### config.mk
export PLATFORM = sky130hd
export DESIGN_NAME = lobm_ctrl
export DESIGN_NICKNAME = d
export VERILOG_FILES = /design/src/lobm_pkg.sv /design/src/lobm_ctrl.sv
export SDC_FILE = /design/constraint.sdc
export NUM_CORES = 2
export LEC_CHECK = 0
export BUFFER_PORTS_ARGS = -buffer_cell sky130_fd_sc_hd__buf_2
export CAP_MARGIN = 20
export CORE_MARGIN = 4
export CORE_UTILIZATION = 40
export DETAILED_ROUTE_END_ITERATION = 12
export SLEW_MARGIN = 20
export SYNTH_ARGS = -nofsm -noshare
export SYNTH_HDL_FRONTEND = slang
export SYNTH_SLANG_ARGS = --single-unit
### constraint.sdc
create_clock -name i_clk -period 18.51 [get_ports i_clk]
set_input_delay 0.9255 -clock i_clk [delete_from_list [all_inputs] [get_ports i_clk]]
set_output_delay 0.9255 -clock i_clk [all_outputs]
set_load 0.05 [all_outputs]
### src/lobm_pkg.sv
// Shared types and codes of the limit order book matcher.
package lobm_pkg;

    localparam int ORDERS_DEF = 32;
    localparam int SUM_W      = 37;

    typedef enum logic [1:0] {
        FN_PLACE  = 2'd0,
        FN_CANCEL = 2'd1,
        FN_ADD    = 2'd2,
        FN_REDUCE = 2'd3
    } t_func;

    typedef enum logic [1:0] {
        TIF_GTC = 2'd0,
        TIF_IOC = 2'd1,
        TIF_FOK = 2'd2,
        TIF_AON = 2'd3
    } t_tif;

    typedef enum logic [2:0] {
        K_ACCEPTED   = 3'd0,
        K_REJECTED   = 3'd1,
        K_TRADE      = 3'd2,
        K_CANCELLED  = 3'd3,
        K_CANCEL_REJ = 3'd4
    } t_kind;

    typedef enum logic [2:0] {
        R_NONE    = 3'd0,
        R_NONPOS  = 3'd1,
        R_UNSUPP  = 3'd2,
        R_DUP     = 3'd3,
        R_NOLIQ   = 3'd4,
        R_TIF     = 3'd5,
        R_FULL    = 3'd6,
        R_UNKNOWN = 3'd7
    } t_reason;

    typedef enum logic [2:0] {
        M_BEST,
        M_AVAIL,
        M_FIND,
        M_FREE,
        M_RED
    } t_mode;

    typedef enum logic [1:0] {
        WR_NONE,
        WR_TAKE,
        WR_KILL,
        WR_INS
    } t_wop;

    typedef struct packed {
        t_mode       mode;
        logic        side;
        logic [31:0] price;
        logic [31:0] key;
        logic [31:0] now;
    } t_sweep;

    typedef struct packed {
        t_wop        op;
        logic [30:0] amt;
        logic        side;
        logic [31:0] price;
        logic [31:0] id;
        logic        anon;
        logic [30:0] rem;
        logic [30:0] trd;
        logic [31:0] arrival;
    } t_wr;

    typedef struct packed {
        logic             found;
        logic [31:0]      price;
        logic [31:0]      age;
        logic [31:0]      id;
        logic             anon;
        logic [30:0]      rem;
        logic [30:0]      trd;
        logic [SUM_W-1:0] sum;
    } t_cand;

    typedef struct packed {
        t_kind       kind;
        logic [31:0] id;
        logic [31:0] cid;
        logic [31:0] tprice;
        logic [31:0] amount;
        logic [30:0] rem;
        logic [30:0] trd;
        logic [30:0] crem;
        logic [30:0] ctrd;
        t_reason     reason;
        logic        canon;
    } t_res;

endpackage

### src/lobm_ctrl.sv
// Sequencer: decodes an item, runs book scans through the cell row, forms results.
module lobm_ctrl #(
    parameter int ORDERS = lobm_pkg::ORDERS_DEF
) (
    input  logic                        i_clk,
    input  logic                        i_rst_n,
    input  logic                        start,
    output logic                        busy,
    input  logic [1:0]                  i_func,
    input  logic [31:0]                 i_order_id,
    input  logic                        i_anonymous,
    input  logic                        i_side,
    input  logic [31:0]                 i_price,
    input  logic [31:0]                 i_quantity,
    input  logic                        i_order_is_stop,
    input  logic [1:0]                  i_time_in_force,
    input  lobm_pkg::t_cand             i_cand,
    input  logic [$clog2(ORDERS)-1:0]   i_cand_idx,
    output lobm_pkg::t_sweep            o_sweep,
    output lobm_pkg::t_wr               o_wr,
    output logic [$clog2(ORDERS)-1:0]   o_wr_idx,
    output lobm_pkg::t_res              o_res,
    output logic                        o_res_valid,
    output logic                        o_last
);
    localparam int IW        = $clog2(ORDERS);
    localparam int CW        = $clog2(ORDERS + 2);
    localparam logic [CW-1:0] SWEEP_LEN = CW'(ORDERS + 1);

    typedef enum logic [3:0] {
        S_IDLE, S_DEC, S_DUP, S_CHK, S_AVL, S_ACC, S_LOOP, S_BEST,
        S_REST, S_FREEP, S_FINDC, S_FREEA, S_RLOOP, S_RED, S_FLUSH
    } t_state;

    t_state          r_state;
    lobm_pkg::t_func r_func;
    logic [31:0]     r_id;
    logic            r_anon;
    logic            r_side;
    logic [31:0]     r_price;
    logic [31:0]     r_qty;
    logic            r_stop;
    lobm_pkg::t_tif  r_tif;
    logic [30:0]     r_rem;
    logic [30:0]     r_trd;
    logic [30:0]     r_vol;
    logic            r_fill;
    logic [CW-1:0]   r_cnt;
    lobm_pkg::t_mode r_mode;
    logic [31:0]     r_now;
    lobm_pkg::t_wr   r_wr;
    logic [IW-1:0]   r_widx;
    lobm_pkg::t_res  r_pend;
    logic            r_phave;
    lobm_pkg::t_res  r_out;
    logic            r_oval;
    logic            r_olast;

    logic        qpos;
    logic [31:0] rid;
    logic [30:0] t_fill;
    logic [30:0] t_red;
    logic        scan_done;

    assign busy      = (r_state != S_IDLE);
    assign qpos      = !r_qty[31] && (r_qty != 32'd0);
    assign rid       = r_anon ? 32'd0 : r_id;
    assign t_fill    = (r_rem < i_cand.rem) ? r_rem : i_cand.rem;
    assign t_red     = (r_vol < i_cand.rem) ? r_vol : i_cand.rem;
    assign scan_done = (r_cnt == SWEEP_LEN);

    assign o_sweep.mode  = r_mode;
    assign o_sweep.side  = r_side;
    assign o_sweep.price = r_price;
    assign o_sweep.key   = r_id;
    assign o_sweep.now   = r_now;
    assign o_wr          = r_wr;
    assign o_wr_idx      = r_widx;
    assign o_res         = r_out;
    assign o_res_valid   = r_oval;
    assign o_last        = r_olast;

    always_ff @(posedge i_clk) begin
        lobm_pkg::t_res v_res;
        logic           v_emit;
        v_res  = '0;
        v_emit = 1'b0;
        if (!i_rst_n) begin
            r_state <= S_IDLE;
            r_oval  <= 1'b0;
            r_phave <= 1'b0;
            r_now   <= 32'd0;
            r_wr.op <= lobm_pkg::WR_NONE;
            r_cnt   <= '0;
            r_mode  <= lobm_pkg::M_FREE;
        end else begin
            r_oval  <= 1'b0;
            r_wr.op <= lobm_pkg::WR_NONE;
            if (r_state != S_IDLE && !scan_done) begin
                r_cnt <= r_cnt + 1'b1;
            end
            unique case (r_state)
                S_IDLE: begin
                    if (start) begin
                        r_func  <= lobm_pkg::t_func'(i_func);
                        r_id    <= i_order_id;
                        r_anon  <= i_anonymous;
                        r_side  <= i_side;
                        r_price <= i_price;
                        r_qty   <= i_quantity;
                        r_stop  <= i_order_is_stop;
                        r_tif   <= lobm_pkg::t_tif'(i_time_in_force);
                        r_state <= S_DEC;
                    end
                end
                S_DEC: begin
                    r_cnt <= '0;
                    unique case (r_func)
                        lobm_pkg::FN_PLACE: begin
                            if (!qpos || r_stop) begin
                                v_emit        = !r_anon;
                                v_res.kind    = lobm_pkg::K_REJECTED;
                                v_res.id      = rid;
                                v_res.amount  = r_qty;
                                v_res.reason  = !qpos ? lobm_pkg::R_NONPOS : lobm_pkg::R_UNSUPP;
                                r_state       <= S_FLUSH;
                            end else if (!r_anon) begin
                                r_mode  <= lobm_pkg::M_FIND;
                                r_state <= S_DUP;
                            end else begin
                                r_state <= S_CHK;
                            end
                        end
                        lobm_pkg::FN_CANCEL: begin
                            if (r_anon) begin
                                v_emit       = 1'b1;
                                v_res.kind   = lobm_pkg::K_CANCEL_REJ;
                                v_res.id     = r_id;
                                v_res.reason = lobm_pkg::R_UNKNOWN;
                                r_state      <= S_FLUSH;
                            end else begin
                                r_mode  <= lobm_pkg::M_FIND;
                                r_state <= S_FINDC;
                            end
                        end
                        lobm_pkg::FN_ADD: begin
                            r_mode  <= lobm_pkg::M_FREE;
                            r_state <= qpos ? S_FREEA : S_FLUSH;
                        end
                        lobm_pkg::FN_REDUCE: begin
                            r_vol   <= r_qty[30:0];
                            r_state <= qpos ? S_RLOOP : S_FLUSH;
                        end
                        default: r_state <= S_FLUSH;
                    endcase
                end
                S_DUP: begin
                    if (scan_done) begin
                        if (i_cand.found) begin
                            v_emit       = 1'b1;
                            v_res.kind   = lobm_pkg::K_REJECTED;
                            v_res.id     = rid;
                            v_res.amount = r_qty;
                            v_res.reason = lobm_pkg::R_DUP;
                            r_state      <= S_FLUSH;
                        end else begin
                            r_state <= S_CHK;
                        end
                    end
                end
                S_CHK: begin
                    r_cnt <= '0;
                    if (r_tif == lobm_pkg::TIF_FOK || r_tif == lobm_pkg::TIF_AON) begin
                        r_mode  <= lobm_pkg::M_AVAIL;
                        r_state <= S_AVL;
                    end else begin
                        r_fill  <= 1'b1;
                        r_state <= S_ACC;
                    end
                end
                S_AVL: begin
                    if (scan_done) begin
                        if (r_tif == lobm_pkg::TIF_FOK &&
                            i_cand.sum < {{(lobm_pkg::SUM_W-31){1'b0}}, r_qty[30:0]}) begin
                            v_emit       = !r_anon;
                            v_res.kind   = lobm_pkg::K_REJECTED;
                            v_res.id     = rid;
                            v_res.amount = r_qty;
                            v_res.reason = lobm_pkg::R_NOLIQ;
                            r_state      <= S_FLUSH;
                        end else begin
                            r_fill  <= (i_cand.sum >=
                                        {{(lobm_pkg::SUM_W-31){1'b0}}, r_qty[30:0]});
                            r_state <= S_ACC;
                        end
                    end
                end
                S_ACC: begin
                    v_emit       = !r_anon;
                    v_res.kind   = lobm_pkg::K_ACCEPTED;
                    v_res.id     = rid;
                    v_res.amount = r_qty;
                    v_res.rem    = r_qty[30:0];
                    r_rem        <= r_qty[30:0];
                    r_trd        <= 31'd0;
                    r_state      <= S_LOOP;
                end
                S_LOOP: begin
                    r_cnt <= '0;
                    if (r_fill && r_rem != 31'd0) begin
                        r_mode  <= lobm_pkg::M_BEST;
                        r_state <= S_BEST;
                    end else begin
                        r_state <= S_REST;
                    end
                end
                S_BEST: begin
                    if (scan_done) begin
                        if (i_cand.found) begin
                            r_wr.op      <= lobm_pkg::WR_TAKE;
                            r_wr.amt     <= t_fill;
                            r_widx       <= i_cand_idx;
                            r_rem        <= r_rem - t_fill;
                            r_trd        <= r_trd + t_fill;
                            v_emit       = 1'b1;
                            v_res.kind   = lobm_pkg::K_TRADE;
                            v_res.id     = rid;
                            v_res.cid    = i_cand.id;
                            v_res.tprice = i_cand.price;
                            v_res.amount = {1'b0, t_fill};
                            v_res.rem    = r_rem - t_fill;
                            v_res.trd    = r_trd + t_fill;
                            v_res.crem   = i_cand.rem - t_fill;
                            v_res.ctrd   = i_cand.trd + t_fill;
                            v_res.canon  = i_cand.anon;
                            r_state      <= S_LOOP;
                        end else begin
                            r_state <= S_REST;
                        end
                    end
                end
                S_REST: begin
                    r_cnt <= '0;
                    if (r_rem == 31'd0) begin
                        r_state <= S_FLUSH;
                    end else if (r_tif == lobm_pkg::TIF_GTC || r_tif == lobm_pkg::TIF_AON) begin
                        r_mode  <= lobm_pkg::M_FREE;
                        r_state <= S_FREEP;
                    end else begin
                        v_emit       = !r_anon;
                        v_res.kind   = lobm_pkg::K_CANCELLED;
                        v_res.id     = rid;
                        v_res.amount = {1'b0, r_rem};
                        v_res.trd    = r_trd;
                        v_res.reason = lobm_pkg::R_TIF;
                        r_state      <= S_FLUSH;
                    end
                end
                S_FREEP: begin
                    if (scan_done) begin
                        if (i_cand.found) begin
                            r_wr.op      <= lobm_pkg::WR_INS;
                            r_wr.side    <= r_side;
                            r_wr.price   <= r_price;
                            r_wr.id      <= rid;
                            r_wr.anon    <= r_anon;
                            r_wr.rem     <= r_rem;
                            r_wr.trd     <= r_trd;
                            r_wr.arrival <= r_now;
                            r_widx       <= i_cand_idx;
                            r_now        <= r_now + 32'd1;
                        end else begin
                            v_emit       = !r_anon;
                            v_res.kind   = lobm_pkg::K_CANCELLED;
                            v_res.id     = rid;
                            v_res.amount = {1'b0, r_rem};
                            v_res.trd    = r_trd;
                            v_res.reason = lobm_pkg::R_FULL;
                        end
                        r_state <= S_FLUSH;
                    end
                end
                S_FINDC: begin
                    if (scan_done) begin
                        v_emit   = 1'b1;
                        v_res.id = r_id;
                        if (i_cand.found) begin
                            v_res.kind   = lobm_pkg::K_CANCELLED;
                            v_res.amount = {1'b0, i_cand.rem};
                            v_res.trd    = i_cand.trd;
                            r_wr.op      <= lobm_pkg::WR_KILL;
                            r_widx       <= i_cand_idx;
                        end else begin
                            v_res.kind   = lobm_pkg::K_CANCEL_REJ;
                            v_res.reason = lobm_pkg::R_UNKNOWN;
                        end
                        r_state <= S_FLUSH;
                    end
                end
                S_FREEA: begin
                    if (scan_done) begin
                        if (i_cand.found) begin
                            r_wr.op      <= lobm_pkg::WR_INS;
                            r_wr.side    <= r_side;
                            r_wr.price   <= r_price;
                            r_wr.id      <= 32'd0;
                            r_wr.anon    <= 1'b1;
                            r_wr.rem     <= r_qty[30:0];
                            r_wr.trd     <= 31'd0;
                            r_wr.arrival <= r_now;
                            r_widx       <= i_cand_idx;
                            r_now        <= r_now + 32'd1;
                        end
                        r_state <= S_FLUSH;
                    end
                end
                S_RLOOP: begin
                    r_cnt   <= '0;
                    r_mode  <= lobm_pkg::M_RED;
                    r_state <= (r_vol != 31'd0) ? S_RED : S_FLUSH;
                end
                S_RED: begin
                    if (scan_done) begin
                        if (i_cand.found) begin
                            r_wr.op  <= lobm_pkg::WR_TAKE;
                            r_wr.amt <= t_red;
                            r_widx   <= i_cand_idx;
                            r_vol    <= r_vol - t_red;
                            r_state  <= S_RLOOP;
                        end else begin
                            r_state <= S_FLUSH;
                        end
                    end
                end
                S_FLUSH: begin
                    if (r_phave) begin
                        r_out   <= r_pend;
                        r_oval  <= 1'b1;
                        r_olast <= 1'b1;
                    end
                    r_phave <= 1'b0;
                    r_state <= S_IDLE;
                end
                default: r_state <= S_IDLE;
            endcase
            if (v_emit) begin
                if (r_phave) begin
                    r_out   <= r_pend;
                    r_oval  <= 1'b1;
                    r_olast <= 1'b0;
                end
                r_pend  <= v_res;
                r_phave <= 1'b1;
            end
        end
    end

endmodule

---- Word level (Yosys, flattened, before mapping) ----
Cells that the tools add are included.
storage, ports and cells
  flip-flop bits (word level) ............. 961
  bits of input ports ..................... 308
  output and inout bits ................... 560
  word-level logic and storage cells ...... 289
cells by class
  $add $sub $neg .......................... 7
  $lt $le $gt $ge ......................... 4
  eq/ne operators ......................... 41
  muxes and demuxes ....................... 142
  bitwise gates (word level) .............. 1
  reductions and logical operators ........ 43
operators by type and width
  operator            count
  $mux 259            4
  $mux 31             21
  $mux 160            4
  $mux 254            2
  $mux 32             11
  $pmux 160 s2        1
  $pmux 31 s2         5
  $pmux 35 s8         1
  $pmux 32 s8         1
  $mux 33             5
  $mux 34             4
  $pmux 31 s4         1
  $sub 31x31->31      3
  $mux 35             2
  $pmux 35 s2         1
  $add 31x31->31      2
  $lt 31x31->1        2
  $reduce_bool 31->1  2
  $mux 3              19
  $mux 4              12
  $pmux 4 s12         1
  $ge 37x31->1        1
  $lt 37x31->1        1
  $ne 2x2->1 const B  17
  other kinds (43)    115

---- Depth between registers and ports, before layout ----
  word-level depth ........................ 9
  mapped depth ............................ 23
  mapped depth without buffers ............ 21

---- Worst setup path before layout ----
Ideal clock, no wire load.
  path kind ............................... input to register
  from .................................... in i_cand[26] (netlist bit)
  to ...................................... reg (tool-made name)
  library setup time ...................... 916 ps
  arrival time ............................ 14,299 ps
  data required time ...................... 17,594 ps
  slack ................................... 3,295 ps
  cell stages on the path ................. 12
  path buffers ............................ 2
  cells stage by stage .................... ha_1 a21oi_1 nor2_1 a2111oi_0 a21oi_1 nor3_1 o211a_4 a21oi_4 o21a_1 buf_4 buf_4 nor2b_1
RTL lines
  element          line             text
  start, declared  lobm_ctrl.sv:17  input lobm_pkg::t_cand i_cand,

---- Final worst setup path ----
  from .................................... reg r_rem[20]
  to ...................................... reg r_pend[31] (netlist bit), data pin
on the way
  cells in the longest elaborated chain, start to end .. 3
RTL lines
  element                 line              text
  start, declared         lobm_ctrl.sv:44   logic [30:0] r_rem;
  start signal, assigned  lobm_ctrl.sv:204  r_rem <= r_qty[30:0];
  start signal, assigned  lobm_ctrl.sv:223  r_rem <= r_rem - t_fill;
  $lt 31x31->1            lobm_ctrl.sv:68   assign t_fill = (r_rem < i_cand.rem) ? r_rem : i_cand.rem;
  $mux 31 (*)             lobm_ctrl.sv:68
  $add 31x31->31 (*)      lobm_ctrl.sv:234  v_res.ctrd = i_cand.trd + t_fill;
  end signal, assigned    lobm_ctrl.sv:352  r_pend <= v_res;
  end, declared           lobm_ctrl.sv:53   lobm_pkg::t_res r_pend;
Mark *: on every way between the ends. The rest lies on a longest branch, timed or not.
A chain may end at the register's enable or synchronous reset.

==> impl_metrics.env <==
export IMPL_crit_type="register to register"
export IMPL_p_int_mw=4.34
export IMPL_setup_reg_to_reg_worst_slack_ps=11410
export IMPL_pwr_share_comb_pct=23.7
export IMPL_antenna_found_initial=22
export IMPL_worst_slew_pin_transition_ps=1320
export IMPL_layout_min_cycle_time_ps=7100
export IMPL_post_synth_top_cells="912 x sky130_fd_sc_hd__edfxtp_1, 466 x sky130_fd_sc_hd__nor2_1, 322 x sky130_fd_sc_hd__mux2i_1"
export IMPL_ir_drop_mv=0.0889
export IMPL_critPathRequiredTime_ps=18930
export IMPL_worstReg2RegEnd="r_pend[31]"
export IMPL_placedInstanceArea_um2=54800
export IMPL_crit_reg2reg_launch="r_rem[20]"
export IMPL_start_util_pct=40.5
export IMPL_cp_top_family="compound AO/OA/AOI/OAI gates"
export IMPL_htree_num_levels=3
export IMPL_worst_skew_pair_late_latency_ps=760
export IMPL_worst_slack_ps=11410
export IMPL_dp_final_hpwl_mm=131
export IMPL_dp_slack_ps=11150
export IMPL_share_seq_of_total_power_pct=42.3
export IMPL_ys_ff_latch=961
export IMPL_status="finished, final reports clean"
export IMPL_fin_worst_hold_slack_ps=334
export IMPL_numPortBuffers=835
export IMPL_synth_lib_cells_used_distinct=83
export IMPL_synth_most_common_cell="sky130_fd_sc_hd__edfxtp_1"
export IMPL_synth_area_per_cell_um2=11.9
export IMPL_finalWirelength_mm=178
export IMPL_area_growth_syn_to_layout_pct=19.7
export IMPL_gr_usage_all_layers_pct=26.6
export IMPL_worstHoldPathCells=1
export IMPL_critical_path_depth=19
export IMPL_pin_count=868
export IMPL_postCtsSetupBuffers=0
export IMPL_async_flop_share_pct=0
export IMPL_clock_tree_root_cell="sky130_fd_sc_hd__clkbuf_16"
export IMPL_die_area_um2=128000
export IMPL_pin_count_of_the_biggest_net_entering_global_routing=146
export IMPL_crit_path_max_fanout=24
export IMPL_tritoncts="built"
export IMPL_path_type_of_the_worst_min_delay_path="input port to register"
export IMPL_grt_overflow_total=0
export IMPL_die_h_um=357
export IMPL_crit_chain="ha_1, nand4_1, nor4_1, o211ai_1, o211ai_1, a31oi_4, buf_4, mux2i_1, inv_1, ha_1, and4_1, nand3_1, o21ai_0, o2111ai_1, a31oi_1, o21ai_0, a21boi_0, xnor2_1, nor2_1"
export IMPL_cts_repair_resize_count=0
export IMPL_layout_drive_gt1_share_pct=21.9
export IMPL_remaining_drc_errors=0
export IMPL_netlist_top_cell_by_area="sky130_fd_sc_hd__edfxtp_1"
export IMPL_post_route_period_util_pct=38.4
export IMPL_worstSetupEndpointType="register"
export IMPL_power_per_cell_area_nw_per_um2=111
export IMPL_routed_length_per_placed_instance_um=26.8
export IMPL_tritoncts_num_buffers=108
export IMPL_drv_max_cap_violation_count=0
export IMPL_synthDominantCellAreaShare_pct=56.1
export IMPL_drt_antenna_violating_nets=0
export IMPL_fp_coreArea_um2=121000
export IMPL_leakagePower_nw=23.4
export IMPL_ys_top_cells_by_area="sky130_fd_sc_hd__edfxtp_1 56%, sky130_fd_sc_hd__mux2i_1 6.6%, sky130_fd_sc_hd__ha_1 6.4%"
export IMPL_setup_viol=0
export IMPL_drt_vias_per_instance=5.61
export IMPL_worst_setup_path_endpoint="r_pend[31]"
export IMPL_grt_first_pass_wirelength_mm=249
export IMPL_clock_tree_buffer_depth=3
export IMPL_critical_path_max_stage_delay_ps=820
export IMPL_seq_total_area_yosys_pct=58.1
export IMPL_max_freq_ghz=0.141
export IMPL_post_synth_inst_count=4095
export IMPL_post_synth_instance_area_um2=48800
export IMPL_placement_rows=127
export IMPL_net_switching_power_mw=2.17
export IMPL_critical_path_n_buffers_inverters=2
export IMPL_first_iter_violations=3774
export IMPL_synth_fp_nets=4658
export IMPL_count_of_clock_tree_sinks=961
export IMPL_gp_congestion=0.948
export IMPL_post_layout_total_power_mw=6.51
export IMPL_timing_hold_violations_final=0
export IMPL_final_cell_area_um2=58400
export IMPL_post_cts_hold_buffer_count=0
export IMPL_final_setup_tns_ps=0
export IMPL_synth_top_flop_cell="sky130_fd_sc_hd__edfxtp_1"
export IMPL_worst_setup_path_startpoint="r_rem[20]"
export IMPL_worstPathArrival_ps=7530
export IMPL_floorplan_die_width_um=357
export IMPL_skew_ps=69.2
export IMPL_power_share_switching_pct=33.3
export IMPL_worst_setup_hold_path_clk_slew_ps=60
export IMPL_slew_limit_headroom_pct=12.1
export IMPL_ys_warnings_count=0
export IMPL_design_final_nets=5473
export IMPL_p_clk_share_pct=34.0
export IMPL_first_pass_iters=6
export IMPL_vias=37200
export IMPL_worstSetupStartpointType="register"
export IMPL_worst_r2r_path_depth=19
export IMPL_timing_critical_path_slowest_stage_cell="sky130_fd_sc_hd__nor4_1"
export IMPL_slew_violations=0
export IMPL_grt_pass1_vias=35500
export IMPL_rsz0062_at_grt="false"
export IMPL_synth_edf_count=912
-- layout by cell type, fill, tap and decap left out, types with 38 or more instances in the layout --
master	Yosys	routed
sky130_fd_sc_hd__a21o_1	62	62
sky130_fd_sc_hd__a21oi_1	203	201
sky130_fd_sc_hd__a22oi_1	38	38
sky130_fd_sc_hd__and2_1	133	132
sky130_fd_sc_hd__and3_1	97	95
sky130_fd_sc_hd__buf_2	19	835
sky130_fd_sc_hd__buf_4	22	51
sky130_fd_sc_hd__clkbuf_16	0	108
sky130_fd_sc_hd__dfxtp_1	49	48
sky130_fd_sc_hd__edfxtp_1	912	912
sky130_fd_sc_hd__ha_1	250	250
sky130_fd_sc_hd__inv_1	133	133
sky130_fd_sc_hd__mux2i_1	322	322
sky130_fd_sc_hd__nand2_1	250	249
sky130_fd_sc_hd__nand3_1	54	51
sky130_fd_sc_hd__nand4_1	38	38
sky130_fd_sc_hd__nor2_1	466	463
sky130_fd_sc_hd__nor2b_1	63	61
sky130_fd_sc_hd__nor3_1	41	41
sky130_fd_sc_hd__o21ai_0	252	252
sky130_fd_sc_hd__xnor2_1	85	85
sky130_fd_sc_hd__xor2_1	77	77
-- cells by family (layout without fill, tap and decap cells) --
group | count (synthesis) | count (layout) | synth area share, %
AO/OA/AOI/OAI | 826 | 826 | 10.8
XOR/XNOR | 162 | 162 | 2.91
adder cells (fa/ha/maj) | 255 | 255 | 6.61
buffers and inverters | 317 | 1222 | 2.70
flip-flops | 961 | 961 | 58.1
multiplexers | 323 | 323 | 6.63
other | 0 | 17 | 0
AND/OR/NAND/NOR | 1251 | 1251 | 12.3
-- routing by layer --
layer	share of wire (%)	global-route usage [%]	wire (um)	vias up
met1	42	36.3	74900	18400
met2	47	42.7	82900	1596
li1	-	-	-	16900
met3	7.8	4.80	13800	288
met4	3.6	9.58	6380	2
met5	0.0067	0	12	-
-- power by group through the flow --
stage	Sequential [mW]	Combinational [mW]	Clock (mW)
2_1_floorplan	3.09	0.794	0
3_3_place_gp	2.79	1.52	0
3_5_place_dp	2.79	1.53	0
4_1_cts	2.75	1.54	2.26
5_1_grt	2.77	1.64	2.35
6_report	2.75	1.54	2.21
-- worst min path at each step --
stage | from | to | slack (ps)
floorplan | r_side | o_wr[159] | 430
global placement | r_price[30] | o_wr[157] | 420
detailed placement | r_price[16] | o_wr[143] | 430
CTS | i_quantity[20] | r_qty[20] | 280
global route | i_quantity[6] | r_qty[6] | 310
finish | i_quantity[20] | r_qty[20] | 330
-- cell type report --
| type | count | area, um2 |
|---|---|---|
| Timing Repair Buffer | 888 | 4600 |
| Inverter | 134 | 503 |
| Clock buffer | 121 | 2750 |
| Tap cell | 1612 | 2020 |
| Clock inverter | 79 | 871 |
| Fill cell | 11000 | 62200 |
| Sequential cell | 961 | 28400 |
| Antenna cell | 17 | 42.5 |
| Multi-Input combinational cell | 2817 | 19300 |
-- stage by stage --
step	std cells	util [%]
global route	6618	48.4
finish	6629	48.4
detailed placement	6412	45.4
CTS	6612	48.4
floorplan	4095	-
global placement	6412	45.4
No activity file was read; power rests on OpenSTA's default activity.
